$ cat src/hw/rtl/smagg_pkg.sv
// shared types and constants for the soil moisture aggregator
package smagg_pkg;

  localparam int unsigned ADC_W   = 12;
  localparam int unsigned HUM_W   = 15;
  localparam int unsigned PROD_W  = 27;
  localparam int unsigned STEPS   = HUM_W;
  localparam int unsigned STEP_W  = 4;
  localparam int unsigned IDX_W   = 2;
  localparam int unsigned S_DATA_W = 40;
  localparam int unsigned M_DATA_W = 16;

  localparam logic [HUM_W-1:0] FULL_SCALE = HUM_W'(25600);

  localparam logic [IDX_W-1:0] REG_MODE        = 2'd0;
  localparam logic [IDX_W-1:0] REG_DEFAULT_DRY = 2'd1;
  localparam logic [IDX_W-1:0] REG_DEFAULT_WET = 2'd2;

  localparam logic [1:0] MODE_AVG = 2'd0;
  localparam logic [1:0] MODE_MIN = 2'd1;
  localparam logic [1:0] MODE_MAX = 2'd2;

  localparam logic [ADC_W-1:0] RESET_DRY = 12'd4095;
  localparam logic [ADC_W-1:0] RESET_WET = 12'd0;

  typedef enum logic [6:0] {
    ST_IDLE = 7'b0000001,
    ST_PREP = 7'b0000010,
    ST_LOAD = 7'b0000100,
    ST_DIV  = 7'b0001000,
    ST_ACC  = 7'b0010000,
    ST_CHK  = 7'b0100000,
    ST_FIN  = 7'b1000000
  } state_e;

endpackage

$ cat src/hw/rtl/soil_moisture_aggregator_core.sv
// soil moisture aggregator: per-sample scaling and per-set average, minimum or maximum
// a divided sample runs prepare, scale, 15 divider steps, accumulate, set check, idle;
//   zero or full scale skips the divider steps, an ignored sample also scale and accumulate
// a closing sample adds a result state, after 15 more divider steps in average mode
// one shared restoring divider sets the rate; a waiting result stalls only a closing sample
// reset is asynchronous, active low; all set accumulators clear at reset and after each set
module soil_moisture_aggregator_core #(
  parameter int unsigned MAX_SENSORS = 8
) (
  input  logic                             clk_i,
  input  logic                             rst_ni,
  input  logic                             cfg_we_i,
  input  logic [smagg_pkg::IDX_W-1:0]      cfg_idx_i,
  input  logic [smagg_pkg::ADC_W-1:0]      cfg_data_i,
  input  logic                             s_axis_tvalid_i,
  output logic                             s_axis_tready_o,
  // raw_sample[11:0], cal_dry[23:12], cal_wet[35:24], zero pad[39:36]
  input  logic [smagg_pkg::S_DATA_W-1:0]   s_axis_tdata_i,
  // present
  input  logic                             s_axis_tuser_i,
  input  logic                             s_axis_tlast_i,
  output logic                             m_axis_tvalid_o,
  input  logic                             m_axis_tready_i,
  // humidity[14:0], zero pad[15]
  output logic [smagg_pkg::M_DATA_W-1:0]   m_axis_tdata_o,
  // result_valid
  output logic                             m_axis_tuser_o
);

  localparam int unsigned POS_W = $clog2(MAX_SENSORS + 1);
  localparam int unsigned SUM_W = smagg_pkg::HUM_W + POS_W;
  localparam int unsigned AW    = smagg_pkg::ADC_W;
  localparam int unsigned HW    = smagg_pkg::HUM_W;
  localparam int unsigned PW    = smagg_pkg::PROD_W;

  smagg_pkg::state_e state_q, state_d;

  logic [1:0]                  mode_q, mode_d;
  logic [AW-1:0]               def_dry_q, def_dry_d;
  logic [AW-1:0]               def_wet_q, def_wet_d;

  logic [AW-1:0]               raw_q, raw_d;
  logic [AW-1:0]               dry_q, dry_d;
  logic [AW-1:0]               wet_q, wet_d;
  logic                        present_q, present_d;
  logic                        last_q, last_d;
  logic                        zero_q, zero_d;
  logic                        avg_q, avg_d;

  logic [AW-1:0]               rem_q, rem_d;
  logic [HW-1:0]               low_q, low_d;
  logic [AW-1:0]               den_q, den_d;
  logic [AW-1:0]               num_q, num_d;
  logic [smagg_pkg::STEP_W-1:0] step_q, step_d;

  logic [SUM_W-1:0]            sum_q, sum_d;
  logic [POS_W-1:0]            cnt_q, cnt_d;
  logic [POS_W-1:0]            pos_q, pos_d;
  logic [HW-1:0]               min_q, min_d;
  logic [HW-1:0]               max_q, max_d;

  logic                        out_valid_q, out_valid_d;
  logic [HW-1:0]               out_hum_q, out_hum_d;
  logic                        out_rv_q, out_rv_d;

  logic [AW:0]                 trial;
  logic [AW:0]                 diff;
  logic                        ge;
  logic                        num_neg;
  logic                        den_neg;
  logic [PW-1:0]               prod;
  logic [PW-1:0]               sum_ext;
  logic                        take;
  logic                        res_valid;
  logic [AW-1:0]               in_dry;
  logic [AW-1:0]               in_wet;

  assign take     = s_axis_tvalid_i && s_axis_tready_o;
  assign trial    = {rem_q, low_q[HW-1]};
  assign diff     = trial - {1'b0, den_q};
  assign ge       = trial >= {1'b0, den_q};
  assign num_neg  = raw_q > dry_q;
  assign den_neg  = wet_q > dry_q;
  assign prod     = PW'(num_q) * PW'(smagg_pkg::FULL_SCALE);
  assign sum_ext  = PW'(sum_q);
  assign in_dry   = (s_axis_tdata_i[23:12] != '0) ? s_axis_tdata_i[23:12] : def_dry_q;
  assign in_wet   = (s_axis_tdata_i[35:24] != '0) ? s_axis_tdata_i[35:24] : def_wet_q;
  assign res_valid = (cnt_q != '0) &&
                     ((mode_q == smagg_pkg::MODE_AVG) || (mode_q == smagg_pkg::MODE_MIN) ||
                      (mode_q == smagg_pkg::MODE_MAX));

  always_comb begin
    state_d     = state_q;
    mode_d      = mode_q;
    def_dry_d   = def_dry_q;
    def_wet_d   = def_wet_q;
    raw_d       = raw_q;
    dry_d       = dry_q;
    wet_d       = wet_q;
    present_d   = present_q;
    last_d      = last_q;
    zero_d      = zero_q;
    avg_d       = avg_q;
    rem_d       = rem_q;
    low_d       = low_q;
    den_d       = den_q;
    num_d       = num_q;
    step_d      = step_q;
    sum_d       = sum_q;
    cnt_d       = cnt_q;
    pos_d       = pos_q;
    min_d       = min_q;
    max_d       = max_q;
    out_valid_d = out_valid_q;
    out_hum_d   = out_hum_q;
    out_rv_d    = out_rv_q;

    if (out_valid_q && m_axis_tready_i) begin
      out_valid_d = 1'b0;
    end

    if (cfg_we_i) begin
      case (cfg_idx_i)
        smagg_pkg::REG_MODE:        mode_d    = cfg_data_i[1:0];
        smagg_pkg::REG_DEFAULT_DRY: def_dry_d = cfg_data_i;
        smagg_pkg::REG_DEFAULT_WET: def_wet_d = cfg_data_i;
        default: ;
      endcase
    end

    case (state_q)
      smagg_pkg::ST_IDLE: begin
        if (take) begin
          raw_d     = s_axis_tdata_i[11:0];
          dry_d     = in_dry;
          wet_d     = in_wet;
          present_d = s_axis_tuser_i;
          last_d    = s_axis_tlast_i;
          state_d   = smagg_pkg::ST_PREP;
        end
      end
      smagg_pkg::ST_PREP: begin
        num_d  = num_neg ? raw_q - dry_q : dry_q - raw_q;
        den_d  = den_neg ? wet_q - dry_q : dry_q - wet_q;
        zero_d = (raw_q == dry_q) || (num_neg != den_neg);
        avg_d  = 1'b0;
        if (pos_q < POS_W'(MAX_SENSORS)) begin
          pos_d = pos_q + POS_W'(1);
          if (present_q && (dry_q != wet_q)) begin
            state_d = smagg_pkg::ST_LOAD;
          end else begin
            state_d = smagg_pkg::ST_CHK;
          end
        end else begin
          state_d = smagg_pkg::ST_CHK;
        end
      end
      smagg_pkg::ST_LOAD: begin
        if (zero_q) begin
          low_d   = '0;
          state_d = smagg_pkg::ST_ACC;
        end else if (num_q >= den_q) begin
          low_d   = smagg_pkg::FULL_SCALE;
          state_d = smagg_pkg::ST_ACC;
        end else begin
          rem_d   = prod[PW-1:HW];
          low_d   = prod[HW-1:0];
          step_d  = '0;
          state_d = smagg_pkg::ST_DIV;
        end
      end
      smagg_pkg::ST_DIV: begin
        rem_d  = ge ? diff[AW-1:0] : trial[AW-1:0];
        low_d  = {low_q[HW-2:0], ge};
        step_d = step_q + smagg_pkg::STEP_W'(1);
        if (step_q == smagg_pkg::STEP_W'(smagg_pkg::STEPS - 1)) begin
          state_d = avg_q ? smagg_pkg::ST_FIN : smagg_pkg::ST_ACC;
        end
      end
      smagg_pkg::ST_ACC: begin
        sum_d = sum_q + SUM_W'(low_q);
        cnt_d = cnt_q + POS_W'(1);
        if (low_q < min_q) begin
          min_d = low_q;
        end
        if (low_q > max_q) begin
          max_d = low_q;
        end
        state_d = smagg_pkg::ST_CHK;
      end
      smagg_pkg::ST_CHK: begin
        if (!last_q) begin
          state_d = smagg_pkg::ST_IDLE;
        end else if ((cnt_q != '0) && (mode_q == smagg_pkg::MODE_AVG)) begin
          avg_d   = 1'b1;
          rem_d   = sum_ext[PW-1:HW];
          low_d   = sum_ext[HW-1:0];
          den_d   = AW'(cnt_q);
          step_d  = '0;
          state_d = smagg_pkg::ST_DIV;
        end else begin
          state_d = smagg_pkg::ST_FIN;
        end
      end
      smagg_pkg::ST_FIN: begin
        if (!out_valid_q || m_axis_tready_i) begin
          out_valid_d = 1'b1;
          out_rv_d    = res_valid;
          if (!res_valid) begin
            out_hum_d = '0;
          end else if (mode_q == smagg_pkg::MODE_AVG) begin
            out_hum_d = low_q;
          end else if (mode_q == smagg_pkg::MODE_MIN) begin
            out_hum_d = min_q;
          end else begin
            out_hum_d = max_q;
          end
          sum_d   = '0;
          cnt_d   = '0;
          pos_d   = '0;
          min_d   = '1;
          max_d   = '0;
          state_d = smagg_pkg::ST_IDLE;
        end
      end
      default: state_d = smagg_pkg::ST_IDLE;
    endcase
  end

  always_ff @(posedge clk_i or negedge rst_ni) begin
    if (!rst_ni) begin
      state_q     <= smagg_pkg::ST_IDLE;
      mode_q      <= smagg_pkg::MODE_AVG;
      def_dry_q   <= smagg_pkg::RESET_DRY;
      def_wet_q   <= smagg_pkg::RESET_WET;
      step_q      <= '0;
      avg_q       <= 1'b0;
      sum_q       <= '0;
      cnt_q       <= '0;
      pos_q       <= '0;
      min_q       <= '1;
      max_q       <= '0;
      out_valid_q <= 1'b0;
    end else begin
      state_q     <= state_d;
      mode_q      <= mode_d;
      def_dry_q   <= def_dry_d;
      def_wet_q   <= def_wet_d;
      step_q      <= step_d;
      avg_q       <= avg_d;
      sum_q       <= sum_d;
      cnt_q       <= cnt_d;
      pos_q       <= pos_d;
      min_q       <= min_d;
      max_q       <= max_d;
      out_valid_q <= out_valid_d;
    end
  end

  always_ff @(posedge clk_i) begin
    raw_q     <= raw_d;
    dry_q     <= dry_d;
    wet_q     <= wet_d;
    present_q <= present_d;
    last_q    <= last_d;
    zero_q    <= zero_d;
    rem_q     <= rem_d;
    low_q     <= low_d;
    den_q     <= den_d;
    num_q     <= num_d;
    out_hum_q <= out_hum_d;
    out_rv_q  <= out_rv_d;
  end

  assign s_axis_tready_o = (state_q == smagg_pkg::ST_IDLE);
  assign m_axis_tvalid_o = out_valid_q;
  assign m_axis_tdata_o  = {1'b0, out_hum_q};
  assign m_axis_tuser_o  = out_rv_q;

endmodule

$ cat config.mk
export PLATFORM = sky130hd
export DESIGN_NAME = soil_moisture_aggregator_core
export DESIGN_NICKNAME = d
export VERILOG_FILES = /design/src/hw/rtl/smagg_pkg.sv /design/src/hw/rtl/soil_moisture_aggregator_core.sv
export SDC_FILE = /design/constraint.sdc
export NUM_CORES = 1
export LEC_CHECK = 0
export BUFFER_PORTS_ARGS = -buffer_cell sky130_fd_sc_hd__buf_2
export CORE_MARGIN = 1
export CORE_UTILIZATION = 25
export DETAILED_ROUTE_END_ITERATION = 8
export PLACE_DENSITY_LB_ADDON = 0.2
export SKIP_LAST_GASP = 1
export SYNTH_ARGS = -nofsm -noshare
export SYNTH_HDL_FRONTEND = slang
export SYNTH_SLANG_ARGS = --single-unit
$ cat constraint.sdc
create_clock -name clk_i -period 4.2 [get_ports clk_i]
set_input_delay 0.42 -clock clk_i [delete_from_list [all_inputs] [get_ports clk_i]]
set_output_delay 0.42 -clock clk_i [all_outputs]
set_load 0.03 [all_outputs]
---- After elaboration in Yosys (flattened, before gate mapping) ----
Index checks and enable logic that the tools add are counted.
word-level totals
  register bits ........................... 202
  bits in latches ......................... 0
  RAM bits ................................ 0
  ROM bits ................................ 0
  input bits .............................. 61
  output and inout port bits .............. 19
  logic and storage cells ................. 152
  memories kept ........................... 0
operators by class
  add/subtract/negate cells ............... 9
  $mul .................................... 1
  div/mod/pow operators ................... 0
  $lt $le $gt $ge ......................... 7
  equal/unequal tests ..................... 25
  shifts and indexed selects .............. 0
  mux-type cells .......................... 54
  bitwise gates (word level) .............. 0
  reductions and logical operators ........ 32
operators with widths
  cell                                                                  number
  15-bit two-way mux                                                    10
  12-bit two-way mux                                                    11
  15-bit case mux with 2 select lines                                   2
  12-bit subtractor                                                     5
  7-bit two-way mux                                                     7
  7-bit case mux with 7 select lines                                    1
  15-bit case mux with 3 select lines                                   1
  19-bit case mux with 2 select lines                                   1
  12-bit case mux with 3 select lines                                   1
  12-bit greater-than comparator                                        2
  4-bit two-way mux                                                     6
  12-bit case mux with 2 select lines                                   1
  12-bit nonzero test                                                   2
  19-bit by 15-bit adder with 19-bit output                             1
  19-bit two-way mux                                                    1
  2-bit != test, second input constant                                  9
  3-bit AND reduction                                                   6
  12-bit by 5-bit multiplier with 17-bit output, second input constant  1
  4-bit case mux with 2 select lines                                    2
  15-bit greater-than comparator                                        1
  15-bit < comparator                                                   1
  13-bit by 12-bit greater-or-equal comparator with 1-bit output        1
  4-bit by 1-bit adder with 4-bit output, second input constant         3
  12-bit equality test                                                  1
  other kinds (29)                                                      51

---- Logic depth before layout (Yosys ltp) ----
  depth after elaboration ................. 5
  gate-level depth with buffers ........... 13
  depth with buffers taken out ............ 13

---- Worst setup path before layout ----
OpenSTA, ideal clock, no wires.
  path type ............................... register to register
  start point ............................. register num_q[2]
  end point ............................... register rem_q[11] (data pin)
  library setup time ...................... 0.158 ns
  data arrival time ....................... 3.223 ns
  data required time ...................... 4.042 ns
  slack ................................... 0.819 ns
  stages on the path, launching flop included .. 12
  buffers on the path ..................... 0
  clock period less this slack ............ 3.381 ns
  cells stage by stage .................... edfxtp_1 -> ha_1 -> ha_1 -> fa_1 -> ha_1 -> a211oi_1 -> nor2_1 -> o21ai_0 -> a31oi_1 -> o21ai_0 -> or3b_2 -> o211ai_1
between the ends
  cells in the longest elaborated chain, start to end .. 4
ends and longest elaborated chain
  element                                        RTL line                              text
  start, declared                                soil_moisture_aggregator_core.sv:53   logic [AW-1:0] num_q, num_d;
  start signal, assigned                         soil_moisture_aggregator_core.sv:270  num_q <= num_d;
  12-bit by 5-bit multiplier with 17-bit output  soil_moisture_aggregator_core.sv:84   assign prod = PW'(num_q) * PW'(smagg_pkg::FULL_SCALE);
  12-bit two-way mux                             soil_moisture_aggregator_core.sv:162  end else if (num_q >= den_q) begin
  12-bit two-way mux                             soil_moisture_aggregator_core.sv:159  if (zero_q) begin
  12-bit case mux with 3 select lines            soil_moisture_aggregator_core.sv:131  case (state_q)
  via rem_d[11]                                  soil_moisture_aggregator_core.sv:50   logic [AW-1:0] rem_q, rem_d;
  end signal, assigned                           soil_moisture_aggregator_core.sv:267  rem_q <= rem_d;
  end, declared                                  soil_moisture_aggregator_core.sv:50
The timed path passes the listed nets, and every way through them passes these cells. The select of a mux whose other input is x is not followed.
A chain may end at the register's enable or synchronous reset.

---- Final worst setup path ----
Ends and elaborated chain as after synthesis.

==> impl_metrics.tcl <==
set metrics [dict create \
    cp_common_cell "ha_1" \
    hold_viol_final 0 \
    leakage_uw 0.00706 \
    start_util_pct 25.3 \
    grt_pass1_vias 10800 \
    antenna_found_initial 0 \
    dieHeight_um 238 \
    post-route-period-util_pct 85.4 \
    diodes 0 \
    nets 1684 \
    use_met2_pct 21.9 \
    cts_buffer_depth 3 \
    final_common_cell "ha_1" \
    wire_per_inst_um 16.4 \
    die-area_mm2 0.0565 \
    synth-simple-area-share_pct 10.7 \
    rows 86 \
    worstMarginPinSlew_ns 1.06 \
    yosysSeqAreaShare_pct 40.4 \
    die_w_um 238 \
    status "complete, no violations" \
    fmaxAchievable_mhz 279 \
    synth_area_leaders "edfxtp_1 23%, ha_1 14%, dfrtp_1 12%" \
    io_buffers 74 \
    crit_chain "ha_1 > ha_1 > fa_1 > ha_1 > a211oi_1 > nor2_1 > o21ai_0 > buf_4 > a31oi_1 > o21ai_0 > or3b_2 > o211ai_1" \
    routed_wl_um 36300 \
    drv_slew 0 \
    gp_congestion 0.828 \
    ctsRootBufferMaster "clkbuf_16" \
    p_per_area_mw_per_mm2 650 \
    cp.arrival_ns 3.97 \
    synth_edf_count 106 \
    grtUsageMet1_pct 17.4 \
    grt_max_degree 66 \
    synthesis.nets 1611 \
    setup_violations 0 \
    use_met3_pct 1.83 \
    clk_pin_slew_worst_paths_ns 0.06 \
    grt_pass1_wl_um 59300 \
    worst_slew_margin_rel_pct 29.2 \
    synth_area_mm2 0.0139 \
    syn_to_final_growth_pct 14.7 \
    pin_count 80 \
    yosys_most_used_dff "edfxtp_1" \
    route.detailed.drc 0 \
    cts_hold_buf 0 \
    drt_iter0_drc 518 \
    ant_nets 0 \
    synth.avg_cell_area_um2 10.1 \
    synth_top_family_by_area "compound AO/OA/AOI/OAI gates" \
    clkLatencyLatePin_ns 0.55 \
    endpoint_kind "flop" \
    crit_slowest_cell "edfxtp_1" \
    netlist.area_leader.share_pct 22.9 \
    final_layout_size_suffix_gt1_share_pct 14.1 \
    synthMuxAreaShare_pct 5.01 \
    yosysWarnings 0 \
    grt_overflow 0 \
    multi_input_area_mm2 0.00754 \
    cp_max_fo 5 \
    syn-instance-count 1377 \
    n_fill_cell 5802 \
    post-cts-setup-buffers 0 \
    cts_resized 0 \
    synthArstFlopShare_pct 47.5 \
    most-common-layout-cells "160 x ha_1, 145 x inv_1, 106 x edfxtp_1" \
    fin_util_pct 29.0 \
    slowest_delay_ns 0.48 \
    fin_crit_ns 3.59 \
    post-dp-hpwl_um 27800 \
    fin_setup_tns_ns 0 \
    cts_tree "yes" \
    grt.total_usage_pct 13.1 \
    fin_area_mm2 0.0159 \
    synth_adder_area_share_pct 16.3 \
    dpl_cell_area_mm2 0.0151 \
    first_pass_iters 5 \
    worstHoldPathType "input pin to async pin" \
    synth.distinct_cells 80 \
    fin_skew_ns 0.0196 \
    synth_compound_area_share_pct 18.6 \
    ys_ff_latch 202 \
    numCtsBuffers 25 \
    required_ns 4.58 \
    seqCellArea_mm2 0.00562 \
    clock_sinks 202 \
    rsz0062_at_grt "no" \
    yosys.area.top_type "edfxtp_1" \
    cp-start-kind "flop" \
    htree_levels 1 \
    path_class "flop to flop" \
    core_mm2 0.0550 \
    drv_cap 0 \
    grt_busiest_layer "met2" \
    via_per_inst 4.66 \
    vias 10300 \
    ir_drop_mv 0.280 \
    synth_xor_area_share_pct 3.53 \
]
-- layer usage --
layer  part of all wire [%]  vias to the layer above  wire length (um)
met1                     48                     4991             17400
li1                       -                     5129                 -
met5                      0                        -                 0
met2                     46                      149             16700
met3                    3.3                       53              1210
met4                    2.8                        0              1020
-- Yosys cell counts, drive strengths merged, types with 7 or more instances --
cell and n:
buf 13, and3 8, fa 13, nand2b 22, mux2i 37, mux2 29
nor2 103, nor2b 15, o21ai 85, nand4 9, xnor2 26, a21o 50
o21a 15, a31oi 13, clkbuf 33, nand3 21, edfxtp 106, nor4 7
nor3 17, inv 145, a21oi 78, ha 160, a22o 20, o22ai 15
o21bai 7, a211oi 40, dfstp 28, nand2 68, xor2 30, o211ai 13
dfrtp 68
-- flip-flops by register name, summed over array words and instances (netlist names), 15 cells and up --
register   flops
out_hum_q     15
max_q         15
sum_q         19
low_q         15
min_q         15
-- through the flow --
step	worst slack (ns)	std cells	hold slack (ns)	total power, uW
6_report	0.612	2217	0.0244	10400
5_1_grt	0.317	2217	0.0310	11300
4_1_cts	0.608	2217	0.0306	10500
3_5_place_dp	0.624	2171	0.482	8260
3_3_place_gp	0.574	2171	0.482	8230
2_1_floorplan	0.819	1377	0.124	7000
-- worst paths after layout --
path / start / end / slack, ns / cells after the start
hold / removal: rst_ni / pos_q[2] / 0.02 / 1
min in group clk_i: s_axis_tdata_i[10] / raw_q[10] / 0.06 / 1
setup / recovery: num_q[2] / rem_q[11] / 0.61 / 12
setup reg to reg: num_q[2] / rem_q[11] / 0.61 / 12
max in group asynchronous: rst_ni / def_dry_q[7] / 3.15 / 2
hold reg to reg: max_q[6] / max_q[6] / 0.50 / 1
-- final cells by class --
type / count / share of cell area, %
clock buffer: 38 / 4.43
timing repair buffer: 92 / 3.19
tap: 748 / 5.87
clock inverter: 8 / 0.581
inverter: 145 / 3.41
sequential: 202 / 35.3
multi-input combinational: 984 / 47.3
-- power by group --
group	total, uW	internal, uW	switching [uW]
clock	2150	1280	874
sequential	3190	2820	369
combinational	5020	2150	2860
-- worst max-delay path, delay by kind of cell, from the launching register on --
kind / cells / cell delay, ns
and+or+nand+nor: 2 / 0.57
adders and majority gates: 4 / 1.49
DFF: 1 / 0.48
buffers and inverters: 1 / 0.15
AOI/OAI and AO/OA: 5 / 0.74
-- cell families after synthesis --
kind of cell | Yosys count
AOI/OAI and AO/OA | 386
xor gates and xnor gates | 56
adders and majority gates | 173
buffers and inverters | 191
DFF | 202
muxes | 66
other | 1
and+or+nand+nor | 302
(Power assumes the default switching activity.)
